$ cat config.mk
export PLATFORM = sky130hd
export DESIGN_NAME = pht_ram
export DESIGN_NICKNAME = d
export VERILOG_FILES = /design/src/design/pht_ram.sv
export SDC_FILE = /design/constraint.sdc
export NUM_CORES = 1
export LEC_CHECK = 0
export BUFFER_PORTS_ARGS = -buffer_cell sky130_fd_sc_hd__buf_2
export CAP_MARGIN = 20
export CORE_MARGIN = 2
export CORE_UTILIZATION = 40
export CTS_CLUSTER_SIZE = 10
export DETAILED_ROUTE_END_ITERATION = 10
export PLACE_DENSITY_LB_ADDON = 0.2
export SKIP_LAST_GASP = 1
export SLEW_MARGIN = 40
export SYNTH_ARGS = -nofsm -noshare
export SYNTH_HDL_FRONTEND = slang
export SYNTH_SLANG_ARGS = --single-unit
$ cat constraint.sdc
create_clock -name clk -period 1.7 [get_ports clk]
set_input_delay 0.085 -clock clk [delete_from_list [all_inputs] [get_ports clk]]
set_output_delay 0.085 -clock clk [all_outputs]
set_load 0.01 [all_outputs]
$ cat src/design/pht_ram.sv
// ---------------------------------------------------------------------------
// pht_ram: generic single-clock RAM
// One write port, one read port, read data registered.
// ---------------------------------------------------------------------------
`timescale 1ns / 1ps
`default_nettype none

module pht_ram #(
	parameter int WIDTH = 8,
	parameter int DEPTH = 16
) (
	input  wire                                     clk,
	input  wire                                     we,
	input  wire [((DEPTH > 1) ? $clog2(DEPTH) : 1)-1:0] waddr,
	input  wire [WIDTH-1:0]                         wdata,
	input  wire                                     re,
	input  wire [((DEPTH > 1) ? $clog2(DEPTH) : 1)-1:0] raddr,
	output logic [WIDTH-1:0]                        rdata
);

	logic [WIDTH-1:0] mem_q [DEPTH];

	// write port
	always_ff @(posedge clk) begin
		if (we) begin
			mem_q[waddr] <= wdata;
		end
	end

	// registered read port
	always_ff @(posedge clk) begin
		if (re) begin
			rdata <= mem_q[raddr];
		end
	end

endmodule

`default_nettype wire

==> flow_metrics.env <==
export IMPL_place_gp_congestion=0.732
export IMPL_overflow=0
export IMPL_rsz0062_at_grt="no"
export IMPL_worstMarginPinSlew_ps=407
export IMPL_synth_top_family_by_area="multiplexers"
export IMPL_crit_required_ps=1840
export IMPL_vias_per_cell=5.19
export IMPL_postLayoutCellArea_um2=6200
export IMPL_synthToLayoutAreaGrowth_pct=18.6
export IMPL_start_util_pct=41.3
export IMPL_outcome="finished clean"
export IMPL_leakage_nw=2.09
export IMPL_grt_pass1_wl_mm=15.3
export IMPL_syn_inst=229
export IMPL_final_fill_count=1042
export IMPL_synth_mux_area_share_pct=14.8
export IMPL_final_hold_viol_count=0
export IMPL_maxSlewViolCount=0
export IMPL_post_cts_setup_buffers=0
export IMPL_drcViolationCount=0
export IMPL_htree_levels=4
export IMPL_wl_mm=10.1
export IMPL_synth_compound_area_share_pct=2.30
export IMPL_multi_input_area_um2=1060
export IMPL_yosys_area_share_simple_pct=3.14
export IMPL_switchingPower_mw=1.40
export IMPL_ant_nets=0
export IMPL_synth_adder_area_share_pct=0
export IMPL_synth_nets=248
export IMPL_drt_iter0_markers=226
export IMPL_dieArea_um2=14000
export IMPL_drive_gt1_share_pct=29.8
export IMPL_clock_skew_ps=4.54
export IMPL_total_power_mw=7.28
export IMPL_cts_resized=0
export IMPL_holdBufCountCts=0
export IMPL_dr_pass1_iters=5
export IMPL_cts_sinks=136
export IMPL_nets=305
export IMPL_grt_pass1_vias=2457
export IMPL_synth_xor_area_share_pct=0
export IMPL_numCtsBuffers=17
export IMPL_syn_avg_cell_area_um2=22.8
export IMPL_antenna_cells=0
export IMPL_p_comb_share_pct=5.0
export IMPL_slew_headroom_pct=72.8
export IMPL_grt_usage_pct=15.6
export IMPL_arrival_ps=1660
export IMPL_tritoncts="done"
export IMPL_worst_path_max_fanout=1
export IMPL_synth_area_um2=5230
export IMPL_vias=2424
export IMPL_yosysWarnings=0
export IMPL_ir_drop_mv=0.779
export IMPL_fp_row_count=41
export IMPL_boundaryPins=27
export IMPL_synth_seq_cells=136
export IMPL_path_delay_family="multiplexers"
export IMPL_start_kind="flip-flop"
export IMPL_criticalPathCategory="flip-flop to flip-flop"
export IMPL_cts_root_buf="clkbuf_16"
export IMPL_clkLatencyLatePin_ps=400
export IMPL_slowest_stage="mux4_1"
export IMPL_layout_min_cycle_time_ps=1530
export IMPL_die_h_um=118
export IMPL_p_int_mw=5.88
export IMPL_portBuffers=26
export IMPL_setup_viol=0
export IMPL_fin_crit_sh_pct=89.7
export IMPL_yosysUniqueCellTypes=18
export IMPL_hp_class="input pin to flip-flop"
export IMPL_cts_path_max_buffers=2
export IMPL_die_w_um=118
export IMPL_max_freq_mhz=655
export IMPL_cp_slowest_stage_delay_ps=480
export IMPL_ff_latch_area_um2=4080
export IMPL_swShare_pct=19.2
export IMPL_hpwlAfterDp_mm=6.56
export IMPL_core_area_um2=12700
export IMPL_crit_chain="mux4_1, a22oi_1, nand2_1"
export IMPL_dpl_instance_area_um2=5700
export IMPL_ys_seq_area_share_pct=78.1
export IMPL_final_cell_mix="edfxtp_1, buf_2, mux4_2, buf_4, clkbuf_16"
export IMPL_final_common_cell="edfxtp_1"
export IMPL_path_buf_inv=0
export IMPL_endpoint_kind="flip-flop"
export IMPL_power_density_nw_per_um2=1170
export IMPL_clk_pin_slew_worst_paths_ps=50
export IMPL_wire_per_inst_um=21.5
export IMPL_antenna_found_initial=0
export IMPL_grt_max_degree=33
export IMPL_p_seq_share_pct=52.2
export IMPL_power_frac_clock_pct=42.7
export IMPL_max_cap_violations=0
cells in the mapped netlist, drive strengths merged:
cell,n,area [µm²]
a22oi,16,120
and2,1,6.26
and2b,1,7.51
buf,7,56.3
clkdlybuf4s25,3,30.0
edfxtp,136,4080
mux4,32,773
nand2,9,33.8
nand2b,2,12.5
nand3,1,5.00
nand3b,2,15.0
nor2,13,48.8
nor2b,1,6.26
nor3,4,20.0
or3b,1,8.76
cell families (layout without fill, tap and decap cells):
kind of cell    after synthesis  in the layout
flops                       136            136
simple gates                 35             35
buf+inv                      10             76
mux                          32             32
compound gates               16             16
area by class of cell:
type | count | area share (%)
Sequential cell | 136 | 65.9
Multi-Input combinational cell | 83 | 17.1
Clock buffer | 20 | 7.04
Timing Repair Buffer | 48 | 5.57
Tap cell | 172 | 3.47
Clock inverter | 8 | 0.969
power by group through the flow:
stage                     Sequential, mW  Combinational (mW)  Clock [mW]
final                               3.80               0.365        3.11
after floorplan                     3.87               0.191           0
after global routing                3.81               0.399        3.34
after CTS                           3.80               0.373        3.19
after detailed placement            3.87               0.373           0
after global placement              3.87               0.369           0
path summary, 6_finish.rpt:
kind                                        startpoint            endpoint  slack [ps]  cells past startpoint
worst min register to register  mem_q[12][1]$_DFFE_PP_  rdata[1]$_DFFE_PP_         740                      3
worst min-delay path                                re  rdata[1]$_DFFE_PP_          60                      1
worst max register to register  mem_q[10][3]$_DFFE_PP_  rdata[3]$_DFFE_PP_         170                      3
worst max-delay path            mem_q[10][3]$_DFFE_PP_  rdata[3]$_DFFE_PP_         170                      3
flip-flops by register name (all words and copies together) (netlist names):
signal  count
mem_q     128
rdata       8
per-stage QoR:
stage	setup TNS (ps)	hold slack (ps)	util (%)	std cells	setup slack, ps
after floorplan	0	184	-	229	122
after global placement	0	475	45.0	439	10.4
after detailed placement	-20.0	480	45.0	439	-20.0
after CTS	0	49.6	48.9	467	151
after global routing	0	50.7	48.9	467	48.4
final	0	62.0	48.9	467	174
per-layer routing:
layer | vias up | global-route usage (%) | part of all wire (%)
li1 | 1092 | - | -
met1 | 1240 | 21.1 | 42
met2 | 88 | 23.4 | 49
met3 | 4 | 4.58 | 7.8
met4 | 0 | 6.78 | 0.75
met5 | - | 0 | 0
Power figures use the tool's default switching activity.
