==> config.mk <==
export PLATFORM = sky130hd
export DESIGN_NAME = pht_cfg
export DESIGN_NICKNAME = d
export VERILOG_FILES = /design/src/design/pht_pkg.sv /design/src/design/pht_cfg.sv
export SDC_FILE = /design/constraint.sdc
export NUM_CORES = 1
export LEC_CHECK = 0
export BUFFER_PORTS_ARGS = -buffer_cell sky130_fd_sc_hd__buf_2
export CORE_UTILIZATION = 51
export CTS_BUF_LIST = sky130_fd_sc_hd__clkbuf_8
export DETAILED_ROUTE_END_ITERATION = 12
export HOLD_SLACK_MARGIN = 0.05
export PLACE_DENSITY = 0.89
export RECOVER_POWER = 100
export SLEW_MARGIN = 0
export SYNTH_ARGS = -nofsm -noshare
export SYNTH_HDL_FRONTEND = slang
export SYNTH_SLANG_ARGS = --single-unit
export TNS_END_PERCENT = 10
==> constraint.sdc <==
create_clock -name clk -period 2 [get_ports clk]
set_input_delay 0.3 -clock clk [delete_from_list [all_inputs] [get_ports clk]]
set_output_delay 0.3 -clock clk [all_outputs]
set_load 0.02 [all_outputs]
==> src/design/pht_pkg.sv <==
// ---------------------------------------------------------------------------
// pht_pkg: shared types and constants of the page hotness tracker
// Sizes of the page table, the counter width, register map and codes.
// ---------------------------------------------------------------------------
`timescale 1ns / 1ps
`default_nettype none

package pht_pkg;

	// sizing
	localparam int NUM_PAGES   = 4096;
	localparam int PAGE_SHIFT  = 21;
	localparam int COUNT_WIDTH = 16;
	localparam int PAGE_W      = (NUM_PAGES > 1) ? $clog2(NUM_PAGES) : 1;
	localparam int ADDR_W      = 48;
	localparam int PID_W       = 22;
	localparam int THR_W       = 16;
	localparam int EPOCH_W     = 32;
	localparam int REQ_PAGE_W  = 12;
	localparam int SUM_W       = COUNT_WIDTH + 1;
	localparam int CMP_W       = (SUM_W > THR_W) ? SUM_W : THR_W;
	localparam int SHAMT_W     = $clog2(COUNT_WIDTH);

	// APB register map (8-byte stride, one 64-bit word per register)
	localparam int PADDR_W = 5;
	localparam int PDATA_W = 64;
	localparam logic [1:0] REG_OWN_PID     = 2'd0;
	localparam logic [1:0] REG_REGION_BASE = 2'd1;
	localparam logic [1:0] REG_HOT_THR     = 2'd2;
	localparam logic [1:0] REG_COOL_THR    = 2'd3;

	// item function codes
	localparam logic [1:0] FN_SAMPLE = 2'd0;
	localparam logic [1:0] FN_MAP    = 2'd1;
	localparam logic [1:0] FN_REMOVE = 2'd2;
	localparam logic [1:0] FN_DONE   = 2'd3;

	// migration request codes
	localparam logic [1:0] REQ_NONE = 2'd0;
	localparam logic [1:0] REQ_HOT  = 2'd1;
	localparam logic [1:0] REQ_COLD = 2'd2;

	localparam logic [COUNT_WIDTH-1:0] CNT_MAX = '1;

	typedef struct packed {
		logic [PID_W-1:0]  own_pid;
		logic [ADDR_W-1:0] region_base;
		logic [THR_W-1:0]  hot_thr;
		logic [THR_W-1:0]  cool_thr;
	} cfg_t;

	// one page table entry
	typedef struct packed {
		logic                   mapped;
		logic                   pending;
		logic                   pend_hot;
		logic                   hot;
		logic [EPOCH_W-1:0]     epoch;
		logic [COUNT_WIDTH-1:0] far_cnt;
		logic [COUNT_WIDTH-1:0] near_cnt;
	} entry_t;

	localparam int ENTRY_W = $bits(entry_t);

	// lazy decay: shift right by the epoch gap, cleared once the gap reaches the width
	function automatic logic [COUNT_WIDTH-1:0] decay(input logic [COUNT_WIDTH-1:0] v,
			input logic [EPOCH_W-1:0] diff);
		logic [COUNT_WIDTH-1:0] r;
		if (diff >= EPOCH_W'(COUNT_WIDTH)) begin
			r = '0;
		end else begin
			r = v >> diff[SHAMT_W-1:0];
		end
		return r;
	endfunction

endpackage

`default_nettype wire

==> src/design/pht_cfg.sv <==
// ---------------------------------------------------------------------------
// pht_cfg: APB configuration registers
// Holds process id, region base and the two thresholds; pready is always high.
// ---------------------------------------------------------------------------
`timescale 1ns / 1ps
`default_nettype none

module pht_cfg
	import pht_pkg::*;
(
	input  wire                clk,
	input  wire                arst_n,
	input  wire                psel,
	input  wire                penable,
	input  wire                pwrite,
	input  wire [PADDR_W-1:0]  paddr,
	input  wire [PDATA_W-1:0]  pwdata,
	output logic [PDATA_W-1:0] prdata,
	output logic               pready,
	output cfg_t               cfg
);

	logic       wr_en;
	logic [1:0] reg_idx;

	assign pready  = 1'b1;
	assign wr_en   = psel & penable & pwrite;
	assign reg_idx = paddr[PADDR_W-1:3];

	// register writes on the access phase
	always_ff @(posedge clk or negedge arst_n) begin
		if (!arst_n) begin
			cfg.own_pid     <= '0;
			cfg.region_base <= '0;
			cfg.hot_thr     <= THR_W'(8);
			cfg.cool_thr    <= THR_W'(18);
		end else if (wr_en) begin
			case (reg_idx)
				REG_OWN_PID:     cfg.own_pid     <= pwdata[PID_W-1:0];
				REG_REGION_BASE: cfg.region_base <= pwdata[ADDR_W-1:0];
				REG_HOT_THR:     cfg.hot_thr     <= pwdata[THR_W-1:0];
				REG_COOL_THR:    cfg.cool_thr    <= pwdata[THR_W-1:0];
				default: ;
			endcase
		end
	end

	// read-back mux
	always_comb begin
		case (reg_idx)
			REG_OWN_PID:     prdata = PDATA_W'(cfg.own_pid);
			REG_REGION_BASE: prdata = PDATA_W'(cfg.region_base);
			REG_HOT_THR:     prdata = PDATA_W'(cfg.hot_thr);
			REG_COOL_THR:    prdata = PDATA_W'(cfg.cool_thr);
			default:         prdata = '0;
		endcase
	end

endmodule

`default_nettype wire

==> flow_summary.toml, run 1 <==
[status]
status = "completed"

[yosys]
synth-async-reset-ratio = 1.000
post_synth_instance_area_sq_um = 4652
ys_seq_elements = 102
sequential_to_total_area_share_from_yosys_stat = 0.5495
synth_area_leader_cell = "sky130_fd_sc_hd__dfrtp_1"
syn-mean-instance-area_sq_um = 15.40
yosysTopAreaCellShare = 0.5325
synth-warning-count = 0
count_of_cell_types_in_the_netlist = 20
most_common_library_cells_after_synthesis = "99 x sky130_fd_sc_hd__dfrtp_1, 92 x sky130_fd_sc_hd__mux2_2, 26 x sky130_fd_sc_hd__and2_1"
synth_edf_count = 0
synth_most_common_cell = "sky130_fd_sc_hd__dfrtp_1"
synth_flop_cell = "sky130_fd_sc_hd__dfrtp_1"
yosys-top-cells-area = "sky130_fd_sc_hd__dfrtp_1 53%, sky130_fd_sc_hd__mux2_2 22%, sky130_fd_sc_hd__mux4_2 7.7%"
syn-instance-count = 302

[worst_hold_path]
hold_path_depth = 2
hold_path.class = "input port to flip-flop"
worst_hold_startpoint = "pwdata[30]"
worst_hold_path.endpoint = "cfg[62]$_DFFE_PN0P_"

[worst_setup_path]
crit_fanout = 26
crit_path_start_kind = "input port"
endpoint_kind = "output port"
rr_endpoint = "cfg[29]$_DFFE_PN0P_"
setup.worst_path.class = "input port to output port"
critical_path.startpoint = "paddr[3]"
critical_path_arrival_ns = 1.53
critical_path.reg2reg.startpoint = "cfg[29]$_DFFE_PN0P_"
reg2reg_depth = 1
crit_required_ns = 1.70
rrSetupSlack_ns = 1.16

[route]
postRouteWirelength_microns = 10870
detailroute.via_count = 3260
ant_nets = 0
drt-vias-per-instance = 5.199
first_pass_iters = 4
detail_route.drc_violations = 0
first_drt_iteration_drcs = 88
drt-wirelength-per-cell_microns = 17.34

[final_layout]
layout_top_registers = "cfg: 102 flops"
areaGrowthSynthToFinish_pct = 23.24
final_net_count = 586
largest-register = "cfg"
drive_gt1_frac = 0.4178
postLayoutCoreUtil = 0.6542
largest_register_ff_count = 102

[clock_tree]
clk_transition_reported_paths_ns = 0.09
clock_sink_count = 102
cts-root-buf = "sky130_fd_sc_hd__clkbuf_8"
post_cts_setup_buffer_count = 0
cts_max_level = 3
clock_path_buffers = 2
cts_tree = "built"
number_of_buffers_inserted_during_clock_tree_synthesis = 9
insertion_delay_ns = 0.34

[die]
design.core.area_sq_um = 8763
die_area_sq_um = 9507
std_cell_rows = 34
die_w_microns = 97.51
fp.dieH_microns = 97.51
start_util = 0.5308
io-pin-count = 241

[sta]
fin_ws_ns = 0.1705
rsz_0062_raised_after_global_routing = "no"
timing.final.setup_violations = 0
final.min_clock_period_ns = 1.830
slew_headroom = 0.3064
final-max-slew-violation-count = 0
hold_viol_final = 0
worst_clock_skew_ns = 0
worst_pin_slew_ns = 1.040
fmax_mhz = 546.6
setup_tns_ns = 0
layout_worst_path_cycle_share = 0.9148

[placement]
post-dp-hpwl_microns = 8161
numPortBuffers = 204
worst_case_setup_slack_after_placement_ns = 0.1773
gpl.final_weighted_congestion = 0.7928

[global_routing]
vias_in_the_first_global_route = 3255
pin_count_of_the_biggest_net_entering_global_routing = 43
globalRouteMet2Util = 0.3997
met1_usage = 0.2862
global_route.usage.met3 = 0.04317
grt_pass1_wl_microns = 17110
track_usage = 0.2318
total_grt_overflow = 0
highest_utilization_routing_layer_at_the_global_route_stage = "met2"
number_of_antenna_violations_at_the_first_check_in_global_routing = 2

[power]
power.density_cell_area_nw_per_um2 = 1114
total_leakage_power_nw = 2.599
max_ir_drop_vdd_v = 0.0006038

[job]
max-cap-violations = 0
placed cells by master (no fill, tap or decap), drive strengths merged:
master / netlist / final
and2: 26 / 26
buf: 31 / 58
clkbuf: 4 / 173
clkinvlp: 0 / 2
conb: 2 / 17
dfrtp: 99 / 99
dfstp: 3 / 3
diode: 0 / 2
dlygate4sd3: 0 / 1
inv: 0 / 1
mux2: 102 / 102
mux2i: 6 / 6
mux4: 16 / 16
nand2: 1 / 1
nand3: 1 / 1
nor2: 7 / 7
nor2b: 1 / 1
nor3: 1 / 1
nor3b: 1 / 1
or3b: 1 / 1
through the flow:
step | instance area [sq um] | power, mW | hold WS [ns] | instances
after global placement | 5802 | 5.281 | 0.2137 | 608
after detailed placement | 5802 | 5.386 | 0.2162 | 608
after floorplan | 4708 | 4.451 | 0.004409 | 317
after CTS | 6010 | 6.642 | 0.1580 | 625
after global routing | 5733 | 6.696 | 0.1536 | 627
final | 5733 | 6.384 | 0.1764 | 627
cell type report:
type                       count  area [sq um]
clock buffer                  13         178.9
multi-input combinational    180          1862
sequential                   102          2556
tap                          108         135.1
fill                         706          3030
clock inverter                 3         18.77
timing repair buffer         219         977.2
antenna                        2         5.005
routing by layer:
layer | wire length (microns) | vias up
met5 | 0 | -
met4 | 207 | 0
met3 | 499 | 16
met2 | 5894 | 126
met1 | 4270 | 1654
li1 | - | 1464
worst max-delay path, cell delays in order:
cell,delay [ns]
sky130_fd_sc_hd__buf_2,0.21
sky130_fd_sc_hd__buf_4,0.26
sky130_fd_sc_hd__nor2b_1,0.16
sky130_fd_sc_hd__clkbuf_4,0.27
sky130_fd_sc_hd__and2_1,0.16
sky130_fd_sc_hd__clkbuf_2,0.16
worst max path at each step:
stage / end / slack [ns] / depth (start not counted)
after floorplan: prdata[0] / 0.40 / 3
after global placement: prdata[34] / 0.23 / 6
after detailed placement: prdata[25] / 0.18 / 6
after CTS: prdata[25] / 0.17 / 6
after global routing: cfg[61]$_DFFE_PN0P_ / 0.05 / 3
final: prdata[25] / 0.17 / 6
report_power, final:
part	switching [mW]	internal, mW
clock network	0.669	0.586
logic	1.38	0.821
registers	0.373	2.55
total	2.42	3.96
repair_timing:
action | in CTS | in global routing
hold buffers | 1 | 0
gates resized for setup | 0 | 0
setup endpoints to repair | 0 | 0
endpoints found under the hold margin | 21 | 0
logic make-up after synthesis:
| group | after synthesis | share of synthesized area |
|---|---|---|
| buf+inv | 35 | 0.05245 |
| flops | 102 | 0.5495 |
| mux | 124 | 0.3453 |
| other cells | 2 | 0.001614 |
| simple gates | 39 | 0.05110 |
(Power assumes the default switching activity.)
==> inputs of run 2 (changes only) <==
--- a/config.mk
+++ b/config.mk
@@ -6,11 +6,11 @@
 export NUM_CORES = 1
 export LEC_CHECK = 0
 export BUFFER_PORTS_ARGS = -buffer_cell sky130_fd_sc_hd__buf_2
-export CORE_UTILIZATION = 51
+export CORE_UTILIZATION = 42
 export CTS_BUF_LIST = sky130_fd_sc_hd__clkbuf_8
 export DETAILED_ROUTE_END_ITERATION = 12
 export HOLD_SLACK_MARGIN = 0.05
-export PLACE_DENSITY = 0.89
+export PLACE_DENSITY = 0.88
 export RECOVER_POWER = 100
 export SLEW_MARGIN = 0
 export SYNTH_ARGS = -nofsm -noshare
==> constraint.sdc (replaced) <==
create_clock -name clk -period 1.6 [get_ports clk]
set_input_delay 0.32 -clock clk [delete_from_list [all_inputs] [get_ports clk]]
set_output_delay 0.32 -clock clk [all_outputs]
set_load 0.02 [all_outputs]
==> flow_summary.toml, run 2 (synthesized netlist as in run 1, its figures left out) <==
[placement]
numPortBuffers = 204
gpl.final_weighted_congestion = 0.7115
post-dp-hpwl_microns = 7959

[final_layout]
largest_register_ff_count = 102
drive_gt1_frac = 0.4925
multiInputGateArea_sq_um = 1877
postLayoutCoreUtil = 0.5603
antenna-diode-count = 0
layout_top_registers = "cfg: 102 flops"
largest-register = "cfg"
n_fill_cell = 918
layout_common_cells = "102 x sky130_fd_sc_hd__clkbuf_1, 99 x sky130_fd_sc_hd__dfrtp_1, 92 x sky130_fd_sc_hd__mux2_2, 92 x sky130_fd_sc_hd__buf_2, 26 x sky130_fd_sc_hd__and2_1"
sequential_cell_area_sq_um = 2556
layout_commonest_cell = "sky130_fd_sc_hd__clkbuf_1"
areaGrowthSynthToFinish_pct = 29.99
final_net_count = 604

[global_routing]
total_grt_overflow = 0
grt_pass1_wl_microns = 16630
pin_count_of_the_biggest_net_entering_global_routing = 103
track_usage = 0.1906
global_route.usage.met3 = 0.04195
number_of_antenna_violations_at_the_first_check_in_global_routing = 0
vias_in_the_first_global_route = 3236
highest_utilization_routing_layer_at_the_global_route_stage = "met2"
met1_usage = 0.2176
globalRouteMet2Util = 0.3447

[worst_setup_path]
crit_required_ns = 1.28
critical_path_arrival_ns = 1.41
setup.worst_path.class = "flip-flop to output port"
crit_path_start_kind = "flip-flop"
endpoint_kind = "output port"
rrSetupSlack_ns = 0.63
crit_fanout = 3

[route]
drt-wirelength-per-cell_microns = 16.37
postRouteWirelength_microns = 11040
ant_nets = 0
drt-vias-per-instance = 4.877
detail_route.drc_violations = 0
detailroute.via_count = 3287
first_pass_iters = 4
first_drt_iteration_drcs = 91

[power]
report.power.total_mw = 8.440
power.density_cell_area_nw_per_um2 = 1396
power.internal_mw = 5.368
power_switching_share = 0.3640
total_leakage_power_nw = 2.841
power.net_switching_mw = 3.072
power.clock.fraction = 0.207
combPwrFrac = 0.363
sequentialPowerShare = 0.431
max_ir_drop_vdd_v = 0.0008111

[die]
die_w_microns = 107.2
start_util = 0.4310
design.core.area_sq_um = 10790
fp.dieH_microns = 107.2
io-pin-count = 241
die_area_sq_um = 11500
std_cell_rows = 38

[sta]
fin_ws_ns = -0.1297
worst_pin_slew_ns = 0.9278
final-max-slew-violation-count = 0
timing.final.setup_violations = 16
timing.hold.ws_ns = 0.1932
final.min_clock_period_ns = 1.730
layout_worst_path_cycle_share = 1.081
setup_tns_ns = -1.804
rsz_0062_raised_after_global_routing = "yes"
worst_clock_skew_ns = 0
fmax_mhz = 578.1
slew_headroom = 0.3815
hold_viol_final = 0

[clock_tree]
number_of_buffers_inserted_during_clock_tree_synthesis = 9
clock_sink_count = 102
insertion_delay_ns = 0.35
cts_max_level = 3
clock_path_buffers = 2
clk_transition_reported_paths_ns = 0.10
cts-root-buf = "sky130_fd_sc_hd__clkbuf_8"
cts_tree = "built"

[status]
status = "finished, violations left"
failing_checks = "setup timing"

[job]
max-cap-violations = 0

[worst_hold_path]
hold_path.class = "input port to flip-flop"
## run 2: final cells by class
| cell class | instances | share of cell area |
|---|---|---|
| Clock buffer | 10 | 0.02276 |
| Clock inverter | 5 | 0.01262 |
| Multi-Input combinational cell | 180 | 0.3104 |
| Sequential cell | 102 | 0.4227 |
| Tap cell | 140 | 0.02897 |
| Timing Repair Buffer | 237 | 0.2026 |
## run 2: metrics by stage
stage | setup slack (ns) | cell area [sq um] | std cells
after CTS | -0.1531 | 6251 | 671
final | -0.1297 | 6047 | 674
after global placement | -0.08408 | 5894 | 642
after detailed placement | -0.1193 | 5894 | 642
after global routing | -0.1909 | 6047 | 674
after floorplan | -0.01480 | 4711 | 317
## run 2: repair_timing
item,4_1_cts,5_1_grt
endpoints found under the hold margin,99,0
buffers inserted,13,3
gates resized for setup,11,13
setup endpoints to repair,42,42
cloned,0,0
hold buffers,1,0
## run 2: path summary, 6_finish.rpt
check,from,end,cells past startpoint
hold reg to reg,cfg[71]$_DFFE_PN0P_,cfg[71]$_DFFE_PN0P_,1
setup reg to reg,cfg[24]$_DFFE_PN0P_,cfg[24]$_DFFE_PN0P_,2
max in group asynchronous,arst_n,cfg[63]$_DFFE_PN0P_,3
hold / removal,pwdata[34],cfg[66]$_DFFE_PN0P_,2
setup / recovery,cfg[12]$_DFFE_PN0P_,prdata[12],2
min in group asynchronous,arst_n,cfg[61]$_DFFE_PN0P_,3
## run 2: power by group through the flow
| stage | clock, mW | sequential (mW) | combinational [mW] |
|---|---|---|---|
| after floorplan | 0 | 4.37 | 1.20 |
| after global placement | 0 | 3.63 | 2.98 |
| after detailed placement | 0 | 3.69 | 3.04 |
| after CTS | 1.82 | 3.62 | 3.23 |
| after global routing | 1.91 | 3.72 | 3.25 |
| final | 1.75 | 3.63 | 3.06 |
## run 2: layer usage
layer,part of all wire,vias to the layer above,wire length [microns]
met1,0.39,1650,4301
met4,0.014,0,158
met3,0.056,14,617
met5,0,-,0
li1,-,1490,-
met2,0.54,133,5958
## run 2: worst max-delay path: stages (launching register included)
cell	delay, ns
sky130_fd_sc_hd__dfrtp_1	0.40
sky130_fd_sc_hd__mux4_2	0.47
sky130_fd_sc_hd__buf_2	0.18
==> inputs of run 3 (changes only) <==
--- a/config.mk
+++ b/config.mk
@@ -5,12 +5,13 @@
 export SDC_FILE = /design/constraint.sdc
 export NUM_CORES = 1
 export LEC_CHECK = 0
+export ABC_AREA = 1
 export BUFFER_PORTS_ARGS = -buffer_cell sky130_fd_sc_hd__buf_2
-export CORE_UTILIZATION = 42
+export CORE_UTILIZATION = 43
 export CTS_BUF_LIST = sky130_fd_sc_hd__clkbuf_8
 export DETAILED_ROUTE_END_ITERATION = 12
 export HOLD_SLACK_MARGIN = 0.05
-export PLACE_DENSITY = 0.88
+export PLACE_DENSITY = 0.89
 export RECOVER_POWER = 100
 export SLEW_MARGIN = 0
 export SYNTH_ARGS = -nofsm -noshare
==> flow_summary.toml, run 3 <==
[status]
status = "completed"

[yosys]
syn-instance-count = 631
most_common_library_cells_after_synthesis = "344 x sky130_fd_sc_hd__nand2_1, 99 x sky130_fd_sc_hd__dfrtp_1, 48 x sky130_fd_sc_hd__nand3_1"
post_synth_instance_area_sq_um = 4858
synth_edf_count = 0
syn-mean-instance-area_sq_um = 7.700
combinational_family_with_the_most_area_after_synthesis = "simple AND/OR/NAND/NOR gates"
synth-warning-count = 0
synth_area_leader_cell = "sky130_fd_sc_hd__dfrtp_1"
sequential_to_total_area_share_from_yosys_stat = 0.5261
synth-async-reset-ratio = 1.000
post_synth_and_or_nand_nor_area_fraction = 0.3781
synth_most_common_cell = "sky130_fd_sc_hd__nand2_1"
count_of_cell_types_in_the_netlist = 20
muxShareOfSynthArea = 0
synth_xor_xnor_area_share = 0
synth_flop_cell = "sky130_fd_sc_hd__dfrtp_1"
yosys-top-cells-area = "sky130_fd_sc_hd__dfrtp_1 51%, sky130_fd_sc_hd__nand2_1 27%, sky130_fd_sc_hd__nand3_1 4.9%"
adder_cell_fraction_of_synth_area = 0
synth-compound-area-share = 0
yosysTopAreaCellShare = 0.5099
ys_seq_elements = 102

[global_routing]
number_of_antenna_violations_at_the_first_check_in_global_routing = 1
vias_in_the_first_global_route = 4456
pin_count_of_the_biggest_net_entering_global_routing = 59
track_usage = 0.2557
total_grt_overflow = 0
grt_pass1_wl_microns = 22740

[final_layout]
layout_common_cells = "347 x sky130_fd_sc_hd__nand2_1, 116 x sky130_fd_sc_hd__clkbuf_1, 99 x sky130_fd_sc_hd__dfrtp_1"
layout_commonest_cell = "sky130_fd_sc_hd__nand2_1"
largest-register = "cfg"
final-instance-count-excl-fill = 987
largest_register_ff_count = 102
areaGrowthSynthToFinish_pct = 25.32
final_net_count = 916
drive_gt1_frac = 0.1736
antenna-diode-count = 0
layout_top_registers = "cfg: 102 flops"

[power]
power.density_cell_area_nw_per_um2 = 1257
report.power.total_mw = 7.652
total_leakage_power_nw = 3.325
max_ir_drop_vdd_v = 0.0005547

[placement]
gpl.final_weighted_congestion = 0.8121
post-dp-hpwl_microns = 10580
placed_insts = 970
numPortBuffers = 204

[sta]
layout_worst_path_cycle_share = 0.9740
final.min_clock_period_ns = 1.558
hold_viol_final = 0
timing.hold.ws_ns = 0.1588
worst_clock_skew_ns = 0
timing.final.setup_violations = 0
fmax_mhz = 641.7
slew_headroom = 0.3517
worst_pin_slew_ns = 0.9725
final-max-slew-violation-count = 0
rsz_0062_raised_after_global_routing = "yes"

[worst_setup_path]
crit_required_ns = 1.28
crit_fanout = 12
endpoint_kind = "output port"
rrSetupSlack_ns = 0.83
setup.worst_path.class = "input port to output port"
critical_path_arrival_ns = 1.24
crit_path_start_kind = "input port"

[die]
fp.dieH_microns = 108.3
io-pin-count = 241
die_w_microns = 108.3
design.core.area_sq_um = 10940
die_area_sq_um = 11730
start_util = 0.4443
std_cell_rows = 38

[clock_tree]
cts_max_level = 3
cts_tree = "built"
number_of_buffers_inserted_during_clock_tree_synthesis = 9
clk_transition_reported_paths_ns = 0.10
insertion_delay_ns = 0.35
post_cts_setup_buffer_count = 0
clock_path_buffers = 2
clock_sink_count = 102
cts-root-buf = "sky130_fd_sc_hd__clkbuf_8"

[route]
drt-vias-per-instance = 4.917
first_drt_iteration_drcs = 342
detail_route.drc_violations = 0
postRouteWirelength_microns = 14850
ant_nets = 0
detailroute.via_count = 4853
first_pass_iters = 5
drt-wirelength-per-cell_microns = 15.05

[job]
max-cap-violations = 0

[worst_hold_path]
hold_path.class = "input port to flip-flop"
-- run 3: cell count changes after synthesis, sizes merged, moves of 25 or more --
cell and change:
inv +32, nor2 +25, and2 -26, nand3 +48, nand2 +348, mux2 -102
-- run 3: cells by family after synthesis --
logic type	count (synthesis)
other	2
DFF	102
buffers and inverters	81
and+or+nand+nor	446
-- run 3: per-layer routing --
layer / GRT usage / part of all wire
met1: 0.3180 / 0.41
met2: 0.4527 / 0.50
met3: 0.05003 / 0.079
met4: 0.06757 / 0.014
met5: 0 / 0.00054
-- run 3: stage by stage --
stage | utilization | worst slack, ns | setup TNS (ns) | cell area (sq um)
floorplan | - | 0.1423 | 0 | 4915
global placement | 0.5533 | 0.04117 | 0 | 6051
detailed placement | 0.5533 | -0.04134 | -0.1357 | 6051
CTS | 0.5729 | 0.003507 | 0 | 6265
global route | 0.5568 | -0.02419 | -0.08410 | 6088
finish | 0.5568 | 0.04159 | 0 | 6088
-- run 3: worst paths after layout --
kind,end,from,depth (start not counted)
setup / recovery,prdata[9],paddr[4],6
hold / removal,cfg[63]$_DFFE_PN0P_,pwdata[31],3
setup reg to reg,cfg[19]$_DFFE_PN1P_,cfg[19]$_DFFE_PN1P_,2
hold reg to reg,cfg[4]$_DFFE_PN1P_,cfg[4]$_DFFE_PN1P_,2
max in group asynchronous,cfg[18]$_DFFE_PN0P_,arst_n,3
min in group asynchronous,cfg[53]$_DFFE_PN0P_,arst_n,3
-- run 3: what timing repair did --
item | CTS | global route
endpoints found under the hold margin | 99 | 0
pin swaps | 0 | 4
gates resized for setup | 1 | 6
endpoints found under the setup margin | 1 | 13
hold buffers | 1 | 0
-- run 3: final cells by class --
cell class,instances,area [sq um]
multi-input combinational,463,1898
tap,140,175.2
timing repair buffer,234,1127
clock inverter,6,63.81
clock buffer,10,137.6
inverter,32,130.1
fill,1113,4847
sequential,102,2556
-- run 3: power breakdown --
part	internal [mW]	switching, mW	total [mW]
Clock	0.765	0.888	1.65
Combinational	0.687	1.73	2.42
Sequential	3.11	0.467	3.58
-- run 3: critical path, cell delays in order --
cell and delay, ns:
sky130_fd_sc_hd__buf_2 0.14, sky130_fd_sc_hd__nor2_1 0.15, sky130_fd_sc_hd__clkbuf_4 0.26, sky130_fd_sc_hd__nand2_1 0.09, sky130_fd_sc_hd__nand4_1 0.09, sky130_fd_sc_hd__buf_2 0.17
